===== config.mk =====
export PLATFORM = sky130hd
export DESIGN_NAME = ctw_gain_ramp
export DESIGN_NICKNAME = d
export VERILOG_FILES = /design/src/hdl/ctw_pkg.sv /design/src/hdl/ctw_gain_ramp.sv
export SDC_FILE = /design/constraint.sdc
export NUM_CORES = 1
export LEC_CHECK = 0
export BUFFER_PORTS_ARGS = -buffer_cell sky130_fd_sc_hd__buf_2
export CORE_ASPECT_RATIO = 1.25
export CORE_UTILIZATION = 50
export CTS_CLUSTER_DIAMETER = 50
export DETAILED_ROUTE_END_ITERATION = 8
export GPL_TIMING_DRIVEN = 0
export PLACE_DENSITY = 0.65
export SYNTH_ARGS = -nofsm -noshare
export SYNTH_HDL_FRONTEND = slang
export SYNTH_SLANG_ARGS = --single-unit

===== constraint.sdc =====
create_clock -name i_clk -period 29.7 [get_ports i_clk]
set_clock_uncertainty 0.05 [all_clocks]
set_input_delay 4.455 -clock i_clk [delete_from_list [all_inputs] [get_ports i_clk]]
set_output_delay 4.455 -clock i_clk [all_outputs]
set_load 0.005 [all_outputs]

===== src/hdl/ctw_pkg.sv =====
// shared types, widths, register map and reset values for the cubic table waveshaper
// no dependencies
`default_nettype none

package ctw_pkg;

    localparam int SAMPLE_W       = 24;
    localparam int DRIVE_W        = 16;
    localparam int OUT_GAIN_W     = 20;
    localparam int RAMP_CFG_W     = 13;
    localparam int SCALE_W        = 16;
    localparam int GAIN_DIFF_W    = OUT_GAIN_W + 1;
    localparam int FRAC_W         = 16;
    localparam int APB_AW         = 5;
    localparam int APB_DW         = 32;

    localparam int TABLE_DEPTH_DEF = 4097;
    localparam int MAX_RAMP_DEF    = 4096;

    localparam logic [DRIVE_W-1:0]    DRIVE_RST    = DRIVE_W'(16384);
    localparam logic [OUT_GAIN_W-1:0] OUT_GAIN_RST = OUT_GAIN_W'(65536);
    localparam logic [RAMP_CFG_W-1:0] RAMP_LEN_RST = RAMP_CFG_W'(64);
    localparam logic [SCALE_W-1:0]    SCALE_RST    = SCALE_W'(43691);

    // register index codes
    localparam logic [2:0] REG_BYPASS      = 3'd0;
    localparam logic [2:0] REG_DRIVE_GAIN  = 3'd1;
    localparam logic [2:0] REG_OUTPUT_GAIN = 3'd2;
    localparam logic [2:0] REG_RAMP_LENGTH = 3'd3;
    localparam logic [2:0] REG_INDEX_SCALE = 3'd4;

    // command codes
    localparam logic CMD_LOAD   = 1'b0;
    localparam logic CMD_SAMPLE = 1'b1;

    typedef struct packed {
        logic [DRIVE_W-1:0]    drive;
        logic [OUT_GAIN_W-1:0] out_gain;
    } t_gains;

    typedef logic signed [SAMPLE_W-1:0] t_pts [4];

endpackage

`default_nettype wire


===== src/hdl/ctw_gain_ramp.sv =====
// gain glide: holds the gains in use and steps them toward the targets,
// one serial restoring divide per gain; depends on ctw_pkg
`default_nettype none

module ctw_gain_ramp
    import ctw_pkg::*;
#(
    parameter int MAX_RAMP = MAX_RAMP_DEF
) (
    input  wire                   i_clk,
    input  wire                   i_rst_n,
    input  wire                   i_restart,
    input  wire  [DRIVE_W-1:0]    i_drive_tgt,
    input  wire  [OUT_GAIN_W-1:0] i_output_tgt,
    input  wire  [RAMP_CFG_W-1:0] i_ramp_len,
    input  wire                   i_start,
    output logic                  o_done,
    output t_gains                o_gains
);

    localparam int RLW = $clog2(MAX_RAMP + 1);
    localparam int LW  = (RLW > RAMP_CFG_W) ? RLW : RAMP_CFG_W;
    localparam int DW  = GAIN_DIFF_W + RLW;
    localparam int CW  = $clog2(DW + 1);

    localparam logic [1:0] R_IDLE = 2'd0;
    localparam logic [1:0] R_MUL  = 2'd1;
    localparam logic [1:0] R_DIV  = 2'd2;
    localparam logic [1:0] R_UPD  = 2'd3;

    logic [1:0]     r_state;
    t_gains         r_cur;
    t_gains         r_start;
    logic [RLW-1:0] r_pos;
    logic           r_sel;
    logic           r_neg;
    logic [DW-1:0]  r_quo;
    logic [LW-1:0]  r_rem;
    logic [CW-1:0]  r_cnt;
    logic           r_done;

    logic [LW-1:0]                 len_ext;
    logic [LW-1:0]                 eff_len;
    logic signed [GAIN_DIFF_W-1:0] start_s;
    logic signed [GAIN_DIFF_W-1:0] tgt_s;
    logic signed [GAIN_DIFF_W-1:0] diff;
    logic signed [DW:0]            prod;
    logic [LW:0]                   rem_sh;
    logic signed [GAIN_DIFF_W-1:0] q_s;
    logic signed [GAIN_DIFF_W-1:0] new_gain;

    always_comb begin
        len_ext = LW'(i_ramp_len);
        if (len_ext == '0) begin
            eff_len = LW'(1);
        end else if (len_ext > LW'(MAX_RAMP)) begin
            eff_len = LW'(MAX_RAMP);
        end else begin
            eff_len = len_ext;
        end
        if (r_sel) begin
            start_s = $signed({1'b0, r_start.out_gain});
            tgt_s   = $signed({1'b0, i_output_tgt});
        end else begin
            start_s = $signed(GAIN_DIFF_W'({1'b0, r_start.drive}));
            tgt_s   = $signed(GAIN_DIFF_W'({1'b0, i_drive_tgt}));
        end
        diff     = tgt_s - start_s;
        prod     = (DW+1)'(diff) * $signed((DW+1)'({1'b0, r_pos}));
        rem_sh   = {r_rem, r_quo[DW-1]};
        q_s      = r_neg ? -$signed({1'b0, r_quo[GAIN_DIFF_W-2:0]})
                         :  $signed({1'b0, r_quo[GAIN_DIFF_W-2:0]});
        new_gain = start_s + q_s;
    end

    always_ff @(posedge i_clk) begin
        if (!i_rst_n) begin
            r_state <= R_IDLE;
            r_cur   <= '{drive: DRIVE_RST, out_gain: OUT_GAIN_RST};
            r_start <= '0;
            r_pos   <= '0;
            r_sel   <= 1'b0;
            r_done  <= 1'b0;
        end else begin
            r_done <= 1'b0;
            case (r_state)
                R_IDLE: begin
                    if (i_restart) begin
                        r_start <= r_cur;
                        r_pos   <= RLW'(1);
                    end else if (i_start) begin
                        if (r_pos == '0) begin
                            r_done <= 1'b1;
                        end else if (LW'(r_pos) >= eff_len) begin
                            r_cur  <= '{drive: i_drive_tgt, out_gain: i_output_tgt};
                            r_pos  <= '0;
                            r_done <= 1'b1;
                        end else begin
                            r_sel   <= 1'b0;
                            r_state <= R_MUL;
                        end
                    end
                end
                R_MUL: begin
                    r_neg   <= prod < 0;
                    r_quo   <= (prod < 0) ? DW'(-prod) : DW'(prod);
                    r_rem   <= '0;
                    r_cnt   <= CW'(DW);
                    r_state <= R_DIV;
                end
                R_DIV: begin
                    if (rem_sh >= {1'b0, eff_len}) begin
                        r_rem <= LW'(rem_sh - {1'b0, eff_len});
                        r_quo <= {r_quo[DW-2:0], 1'b1};
                    end else begin
                        r_rem <= LW'(rem_sh);
                        r_quo <= {r_quo[DW-2:0], 1'b0};
                    end
                    r_cnt <= r_cnt - CW'(1);
                    if (r_cnt == CW'(1)) begin
                        r_state <= R_UPD;
                    end
                end
                R_UPD: begin
                    if (r_sel) begin
                        r_cur.out_gain <= OUT_GAIN_W'(new_gain);
                        r_pos          <= r_pos + RLW'(1);
                        r_done         <= 1'b1;
                        r_state        <= R_IDLE;
                    end else begin
                        r_cur.drive <= DRIVE_W'(new_gain);
                        r_sel       <= 1'b1;
                        r_state     <= R_MUL;
                    end
                end
                default: begin
                    r_state <= R_IDLE;
                end
            endcase
        end
    end

    assign o_done  = r_done;
    assign o_gains = r_cur;

endmodule

`default_nettype wire


==> results.py, run 1 <==
metrics = {
    "layout": {
        "final_cell_area_um2": 22600,
        "nets": 3034,
        "drive_above_1_share_pct": 7.85,
        "antenna_cells": 0,
        "area_growth_pct": 8.49,
    },
    "floorplan": {
        "core_um2": 41000,
        "die_w_um": 184,
        "initial_core_util_pct": 50.7,
        "die_area_um2": 42400,
        "fp-row-count": 83,
        "top_level_ports": 90,
        "die_y_um": 230,
    },
    "worst_setup_path": {
        "cp_slowest_stage_delay_ns": 0.62,
        "slowest_stage": "fa_1",
        "crit_type": "in2reg",
        "cp.arrival_ns": 14.91,
        "critPathMostFrequentCell": "fa_1",
        "start_kind": "input port",
        "critPathRequiredTime_ns": 29.82,
        "critical-path-top-delay-family": "adder cells",
        "crit_start": "i_output_tgt[1]",
        "r2r-start": "r_sel",
        "crit_path_max_fanout": 10,
        "critPathBufInv": 8,
        "crit_path_end_kind": "register",
    },
    "pwr": {
        "swShare_pct": 42.6,
        "p_comb_share_pct": 41.0,
        "vdd_ir_drop_max_mv": 0.0413,
        "intPower_mw": 0.456,
        "p_seq_share_pct": 30.9,
        "power.net_switching_mw": 0.338,
        "power_density_nw_per_um2": 35.2,
        "leakagePower_nw": 10.6,
        "clockPowerShare_pct": 28.1,
    },
    "flow_run": {
        "drv_cap": 0,
    },
    "timing": {
        "max_freq_ghz": 0.0676,
        "max_slew_margin_pct": 30.4,
        "setup_viol": 0,
        "setup_ws_ns": 14.91,
        "maxSlewViolCount": 0,
        "min_period_ns": 14.79,
        "hold_viol": 0,
        "final.setup.tns_ns": 0,
        "post-route-period-util_pct": 49.8,
        "tightestPinTransition_ns": 1.04,
        "rsz0062_at_grt": "no",
    },
    "yosys": {
        "synth_most_common_cell": "nand2_1",
        "synth-main-ff-cell": "dfxtp_1",
        "synth.area.top_cells": "fa_1 25%, ha_1 9.6%, dfxtp_1 8.6%",
        "netlist-cell-type-count": 96,
        "synth_nets": 2925,
        "netlist_area_um2": 20800,
        "synth_top_area_share_pct": 25.0,
        "synth_seq_area_share_pct": 16.4,
        "synthTopCellsByCount": "374 x nand2_1, 352 x inv_1, 260 x fa_1, 160 x ha_1, 123 x a21oi_1",
        "synth_edf_count": 54,
        "synthArstFlopShare_pct": 0,
        "yosys_warnings": 0,
        "postSynthCellCount": 2452,
        "synth_area_leader_cell": "fa_1",
        "ys_ff_latch": 143,
        "syn_area_per_cell_um2": 8.48,
    },
    "global_route": {
        "grtUsageMet1_pct": 33.8,
        "met2_usage_pct": 54.4,
        "top_usage_layer": "met2",
        "grt_pass1_wl_um": 97600,
        "grt_use_total_pct": 29.9,
        "antenna_found_initial": 0,
        "grt_pass1_vias": 18500,
        "grt_overflow": 0,
        "grt_max_degree": 34,
        "grt_use_met3_pct": 3.82,
    },
    "clock_tree": {
        "clkTransAtPathRegs_ns": 0.07,
        "holdBufCountCts": 0,
        "postCtsSetupBuffers": 0,
        "cts_max_path_buffers": 2,
        "cts_num_sinks": 143,
        "cts-buffers-inserted": 17,
        "ctsRootBufferMaster": "clkbuf_16",
        "cts_tree": "built",
        "insertion_delay_ns": 0.46,
        "cts_resized": 0,
        "htree_levels": 4,
    },
    "routing": {
        "drt-total-wl_um": 60300,
        "drc": 0,
        "num_vias": 17700,
        "ant_nets": 0,
        "vias_per_cell": 5.65,
        "drtPass1Iterations": 5,
        "drt_iter0_markers": 1112,
        "wl_per_cell_um": 19.3,
    },
    "placement": {
        "hpwl_um": 50500,
        "gp_congestion": 0.950,
        "dp_slack_ns": 14.59,
        "port_buffers": 89,
        "dpl_cell_area_um2": 21900,
    },
    "hold_path": {
        "hp-class": "reg2reg",
        "min-delay-start": "r_start[0]",
    },
    "run_status": {
        "status": "finished, final reports clean",
    },
}
-- cells in the final DEF (no fill, tap or decap), types with 18 or more instances in the layout --
| cell type | n |
|---|---|
| nand2_1 | 374 |
| inv_1 | 352 |
| fa_1 | 260 |
| ha_1 | 160 |
| a21oi_1 | 123 |
| and2_1 | 118 |
| nor2_1 | 110 |
| clkbuf_1 | 102 |
| buf_2 | 99 |
| xnor2_1 | 89 |
| dfxtp_1 | 89 |
| o21ai_0 | 88 |
| edfxtp_1 | 54 |
| nor2b_1 | 41 |
| xor2_1 | 41 |
| mux2i_1 | 35 |
| nand2b_1 | 30 |
| nor3_1 | 27 |
| nand3_1 | 24 |
| a21o_1 | 21 |
| o21ai_1 | 20 |
| mux2_2 | 20 |
| a211oi_1 | 20 |
| or3_1 | 18 |
| a311oi_1 | 18 |
-- final cells by class --
| cell class | instances | area [µm²] |
|---|---|---|
| clock buffers | 17 | 425 |
| clock inverters | 15 | 181 |
| repair buffers | 90 | 465 |
| flip-flops and latches | 143 | 3400 |
| well taps | 552 | 691 |
| inverters | 355 | 1330 |
| plain buffers | 124 | 526 |
| fillers | 3906 | 18500 |
| multi-input cells | 1830 | 15500 |
-- cells by family after synthesis --
| group | synth area share [%] |
|---|---|
| AOI/OAI and AO/OA | 12.4 |
| and+or+nand+nor | 19.3 |
| muxes | 2.77 |
| DFF | 16.4 |
| xor gates and xnor gates | 5.59 |
| buffers and inverters | 8.94 |
| adders and majority gates | 34.7 |
-- routing by layer --
layer,up-vias,routed length (µm)
li1,8193,-
met1,8746,23200
met2,570,31300
met3,150,2890
met4,0,2990
met5,-,0
-- path summary, 6_finish.rpt --
path                 to  slack [ns]  depth (start not counted)
min reg2reg  r_start[0]        0.41                          2
min          r_start[0]        0.41                          2
max reg2reg   r_quo[33]       17.49                         40
max           r_quo[33]       14.91                         39
-- state kept, by name (all words and copies together) (netlist names) --
| register | count |
|---|---|
| r_quo | 34 |
| r_rem | 13 |
| o_done | 1 |
| r_pos | 13 |
| r_start | 36 |
| r_sel | 1 |
| r_neg | 1 |
| r_state | 2 |
| o_gains | 36 |
| r_cnt | 6 |
-- per-stage QoR --
step	power [mW]	utilization, %	cells	hold WS, ns
2_1_floorplan	0.469	-	2452	0.383
3_3_place_gp	0.563	53.4	3093	0.390
3_5_place_dp	0.571	53.5	3094	0.398
4_1_cts	0.792	55.0	3126	0.406
5_1_grt	0.834	55.0	3126	0.421
6_report	0.794	55.0	3126	0.411
-- worst register-to-register path, delay by kind of cell, from the launching register on --
kind	cells	cell delay, ns
AO/OA/AOI/OAI	12	3.00
XOR/XNOR	3	0.90
adder cells (fa/ha/maj)	8	3.46
buffers and inverters	9	2.22
flip-flops	1	0.31
multiplexers	2	0.72
AND/OR/NAND/NOR	6	1.30
-- power groups by stage --
stage / registers (mW) / logic (mW) / clock network, mW
final: 0.245 / 0.326 / 0.223
after global routing: 0.247 / 0.356 / 0.231
after detailed placement: 0.249 / 0.321 / 0
after floorplan: 0.245 / 0.225 / 0
after global placement: 0.250 / 0.313 / 0
after CTS: 0.245 / 0.324 / 0.224
Note: power is estimated with default switching activity, not from simulation.
==> run 2: changes to the inputs <==
Settings changed: PLACE_DENSITY 0.65 to 0.67.
Clock period 29.7 ns to 12.07 ns, I/O delays scaled along.
==> run 2 against run 1 <==
Wire length grew 1.4%. Sequential power grew 150%. Largest power group unchanged. Power grew 150%. Clock power grew 150%. Highest routed layer unchanged. Sequential cell count is the same. Via count grew 0.53%. Largest cell class unchanged. Utilization grew 0.38 points. Worst hold slack lost 0.00081 ns. First-iteration DRC count grew 16%.
==> results.py, run 2 (synthesis results as in run 1) <==
metrics = {
    "run_status": {
        "status": "finished, final reports clean",
    },
    "floorplan": {
        "core_um2": 41000,
        "die_w_um": 184,
        "initial_core_util_pct": 50.7,
        "die_y_um": 230,
        "fp-row-count": 83,
        "die_area_um2": 42400,
        "top_level_ports": 90,
    },
    "timing": {
        "rsz0062_at_grt": "yes",
        "final.setup.tns_ns": 0,
        "post-route-period-util_pct": 97.2,
        "holdWs_ns": 0.410,
        "setup_ws_ns": 0.336,
        "min_period_ns": 11.73,
        "setup_viol": 0,
        "maxSlewViolCount": 0,
        "max_slew_margin_pct": 32.7,
        "tightestPinTransition_ns": 1.00,
        "max_freq_ghz": 0.0852,
        "hold_viol": 0,
    },
    "global_route": {
        "antenna_found_initial": 0,
        "grt_use_total_pct": 30.1,
        "grt_max_degree": 34,
        "grt_pass1_wl_um": 98300,
        "grt_overflow": 0,
        "grt_pass1_vias": 18400,
    },
    "routing": {
        "drt_iter0_markers": 1295,
        "ant_nets": 0,
        "drc": 0,
        "num_vias": 17800,
        "drtPass1Iterations": 6,
        "vias_per_cell": 5.67,
        "wl_per_cell_um": 19.5,
        "drt-total-wl_um": 61100,
    },
    "hold_path": {
        "hp-class": "reg2reg",
        "hold_depth": 2,
    },
    "layout": {
        "nets": 3041,
        "layout_common_cells": "374 x nand2_1, 351 x inv_1, 259 x fa_1",
        "area_growth_pct": 9.24,
        "antenna_cells": 0,
        "layout_commonest_cell": "nand2_1",
        "drive_above_1_share_pct": 8.91,
    },
    "worst_setup_path": {
        "critPathRequiredTime_ns": 12.20,
        "slowest_stage": "fa_1",
        "crit_path_max_fanout": 10,
        "critical-path-top-delay-family": "adder cells",
        "crit_path_end_kind": "register",
        "cp_slowest_stage_delay_ns": 0.58,
        "cp.arrival_ns": 11.86,
        "cp.depth": 38,
        "r2r_cells": 37,
        "critPathMostFrequentCell": "fa_1",
        "start_kind": "input port",
        "crit_type": "in2reg",
        "critPathBufInv": 7,
    },
    "clock_tree": {
        "cts_max_path_buffers": 2,
        "htree_levels": 4,
        "cts_num_sinks": 143,
        "insertion_delay_ns": 0.45,
        "clkTransAtPathRegs_ns": 0.07,
        "cts-buffers-inserted": 17,
        "cts_tree": "built",
        "holdBufCountCts": 0,
        "ctsRootBufferMaster": "clkbuf_16",
    },
    "placement": {
        "gp_congestion": 0.972,
        "dp_slack_ns": -0.536,
        "hpwl_um": 51000,
        "port_buffers": 89,
    },
    "flow_run": {
        "drv_cap": 0,
    },
    "pwr": {
        "leakagePower_nw": 10.6,
        "power_density_nw_per_um2": 86.8,
        "vdd_ir_drop_max_mv": 0.116,
    },
}
-- run 2: path summary, 6_finish.rpt --
| path | from | end | slack (ns) |
|---|---|---|---|
| worst max-delay path | i_output_tgt[1] | r_quo[33] | 0.34 |
| worst min-delay path | r_start[3] | r_start[3] | 0.41 |
| worst max register to register | r_sel | r_quo[33] | 0.62 |
| worst min register to register | r_start[3] | r_start[3] | 0.41 |
-- run 2: per-stage QoR --
stage | util, % | instances | total power [mW] | area, µm²
5_1_grt | 55.4 | 3133 | 2.07 | 22700
3_5_place_dp | 53.5 | 3094 | 1.41 | 21900
6_report | 55.4 | 3133 | 1.97 | 22700
2_1_floorplan | - | 2452 | 1.15 | 20800
4_1_cts | 55.0 | 3126 | 1.95 | 22600
3_3_place_gp | 53.4 | 3093 | 1.38 | 21900
-- run 2: report_power, final --
part           internal [mW]  switching [mW]
sequential             0.567          0.0364
clock                  0.281           0.267
combinational          0.280           0.539
total                   1.13           0.842
-- run 2: layer usage --
layer / routed length (µm) / up-vias / global-route usage (%)
li1: - / 8213 / -
met1: 23300 / 8795 / 34.5
met2: 31700 / 588 / 54.2
met3: 3220 / 156 / 4.43
met4: 2940 / 0 / 14.8
met5: 0 / - / 0
-- run 2: worst register-to-register path: cells and delay by family (launching register included) --
kind,cells,cell delay [ns]
compound gates,12,2.52
xor+xnor,2,0.36
fa+ha+maj,9,4.34
buf+inv,8,1.37
flops,1,0.62
mux,2,0.79
simple gates,4,1.14
-- run 2: what timing repair did --
action / CTS / global route
endpoints found under the setup margin: 1 / 34
buffers inserted: 0 / 9
gates resized for setup: 3 / 30
pin swaps: 0 / 7
-- run 2: area by class of cell --
| class | count | area [µm²] |
|---|---|---|
| inverter | 355 | 1340 |
| fill | 3830 | 18300 |
| timing repair buffer | 99 | 533 |
| multi-input combinational | 1830 | 15600 |
| clock inverter | 15 | 184 |
| clock buffer | 17 | 425 |
| sequential | 143 | 3400 |
| tap | 552 | 691 |
| buffer | 122 | 536 |
==> run 3: changes to the inputs <==
--- a/config.mk
+++ b/config.mk
@@ -7,4 +7,5 @@
 export LEC_CHECK = 0
 export BUFFER_PORTS_ARGS = -buffer_cell sky130_fd_sc_hd__buf_2
+export CAP_MARGIN = 20
 export CORE_ASPECT_RATIO = 1.25
 export CORE_UTILIZATION = 50
--- a/constraint.sdc
+++ b/constraint.sdc
@@ -3,3 +3,3 @@
 set_input_delay 1.8105 -clock i_clk [delete_from_list [all_inputs] [get_ports i_clk]]
 set_output_delay 1.8105 -clock i_clk [all_outputs]
-set_load 0.005 [all_outputs]
+set_load 0.02 [all_outputs]
==> run 3 against run 2 <==
Sequential cell count did not move. First-iteration DRC count did not move. Register-to-register slack about the same. Non-clock buffer count is the same.
==> results.py, run 3 (synthesis results as in run 1) <==
metrics = {
    "run_status": {
        "status": "finished, final reports clean",
    },
    "timing": {
        "tightestPinTransition_ns": 1.00,
        "max_slew_margin_pct": 32.7,
        "rsz0062_at_grt": "yes",
        "maxSlewViolCount": 0,
        "setup_viol": 0,
        "setup_ws_ns": 0.336,
        "min_period_ns": 11.73,
        "holdWs_ns": 0.410,
        "final.setup.tns_ns": 0,
        "max_freq_ghz": 0.0852,
        "hold_viol": 0,
        "post-route-period-util_pct": 97.2,
    },
    "layout": {
        "nets": 3041,
        "antenna_cells": 0,
        "fill_cells": 3830,
        "fin_cells": 3133,
        "final_cell_area_um2": 22700,
        "area_growth_pct": 9.24,
        "drive_above_1_share_pct": 8.91,
        "layout_common_cells": "374 x nand2_1, 351 x inv_1, 259 x fa_1",
        "final_util_pct": 55.4,
        "layout_commonest_cell": "nand2_1",
    },
    "routing": {
        "drt_iter0_markers": 1295,
        "ant_nets": 0,
        "drc": 0,
        "drt-total-wl_um": 61100,
        "vias_per_cell": 5.67,
        "num_vias": 17800,
        "drtPass1Iterations": 6,
        "wl_per_cell_um": 19.5,
    },
    "placement": {
        "dp_slack_ns": -0.536,
        "gp_congestion": 0.972,
        "dp.cells": 3094,
        "port_buffers": 89,
        "hpwl_um": 51000,
        "dpl_cell_area_um2": 21900,
    },
    "floorplan": {
        "top_level_ports": 90,
        "die_w_um": 184,
        "die_y_um": 230,
        "initial_core_util_pct": 50.7,
        "fp-row-count": 83,
        "die_area_um2": 42400,
        "core_um2": 41000,
    },
    "worst_setup_path": {
        "crit_type": "in2reg",
        "critPathMostFrequentCell": "fa_1",
        "r2r-start": "r_sel",
        "reg2reg_setup_slack_ns": 0.62,
        "crit_start": "i_output_tgt[1]",
        "cp.arrival_ns": 11.86,
        "cp_slowest_stage_delay_ns": 0.58,
        "crit_path_max_fanout": 10,
        "crit_path_end_kind": "register",
        "start_kind": "input port",
        "critPathRequiredTime_ns": 12.20,
        "slowest_stage": "fa_1",
    },
    "clock_tree": {
        "cts-buffers-inserted": 17,
        "htree_levels": 4,
        "cts_tree": "built",
        "clkTransAtPathRegs_ns": 0.07,
        "insertion_delay_ns": 0.45,
        "ctsRootBufferMaster": "clkbuf_16",
        "cts_max_path_buffers": 2,
        "cts_num_sinks": 143,
    },
    "hold_path": {
        "hp-class": "reg2reg",
        "min-delay-start": "r_start[3]",
    },
    "flow_run": {
        "drv_cap": 0,
    },
    "global_route": {
        "grt_pass1_vias": 18400,
        "grt_use_total_pct": 30.1,
        "grt_pass1_wl_um": 98300,
        "grt_overflow": 0,
        "antenna_found_initial": 0,
        "grt_max_degree": 34,
    },
    "pwr": {
        "vdd_ir_drop_max_mv": 0.116,
        "power_density_nw_per_um2": 86.8,
        "leakagePower_nw": 10.6,
        "total_power_mw": 1.97,
    },
}
==> run 3: critical path, delay by kind of cell <==
family,cells,cell delay [ns]
buf+inv,7,0.68
simple gates,8,1.55
fa+ha+maj,8,3.80
xor+xnor,1,0.14
compound gates,12,3.28
mux,2,0.60
==> run 3: path summary, 6_finish.rpt <==
path                                    to  cells past startpoint
worst min-delay path            r_start[3]                      2
worst max-delay path             r_quo[33]                     38
worst max register to register   r_quo[33]                     37
worst min register to register  r_start[3]                      2
==> run 3: final cells by class <==
class | instances | area, µm² | share of cell area (%)
repair buffers | 99 | 533 | 2.35
clock inverters | 15 | 184 | 0.810
clock buffers | 17 | 425 | 1.87
multi-input cells | 1830 | 15600 | 68.7
inverters | 355 | 1340 | 5.88
flip-flops and latches | 143 | 3400 | 15.0
plain buffers | 122 | 536 | 2.36
well taps | 552 | 691 | 3.04
==> run 3: per-layer routing <==
metal	global-route usage [%]	vias to the layer above	wire length, µm	share of wire, %
li1	-	8213	-	-
met1	34.5	8795	23300	38
met2	54.2	588	31700	52
met3	4.43	156	3220	5.3
met4	14.8	0	2940	4.8
met5	0	-	0	0
==> run 3: power by group <==
part / leakage, nW / switching, mW / internal, mW
Clock: 0.297 / 0.267 / 0.281
Combinational: 9.14 / 0.540 / 0.280
Sequential: 1.22 / 0.0364 / 0.567
==> run 3: repair_timing <==
action | 4_1_cts | 5_1_grt
buffers inserted | 0 | 9
setup endpoints to repair | 1 | 34
resized for setup | 3 | 30
hold buffers | 0 | 0
pin swaps | 0 | 7
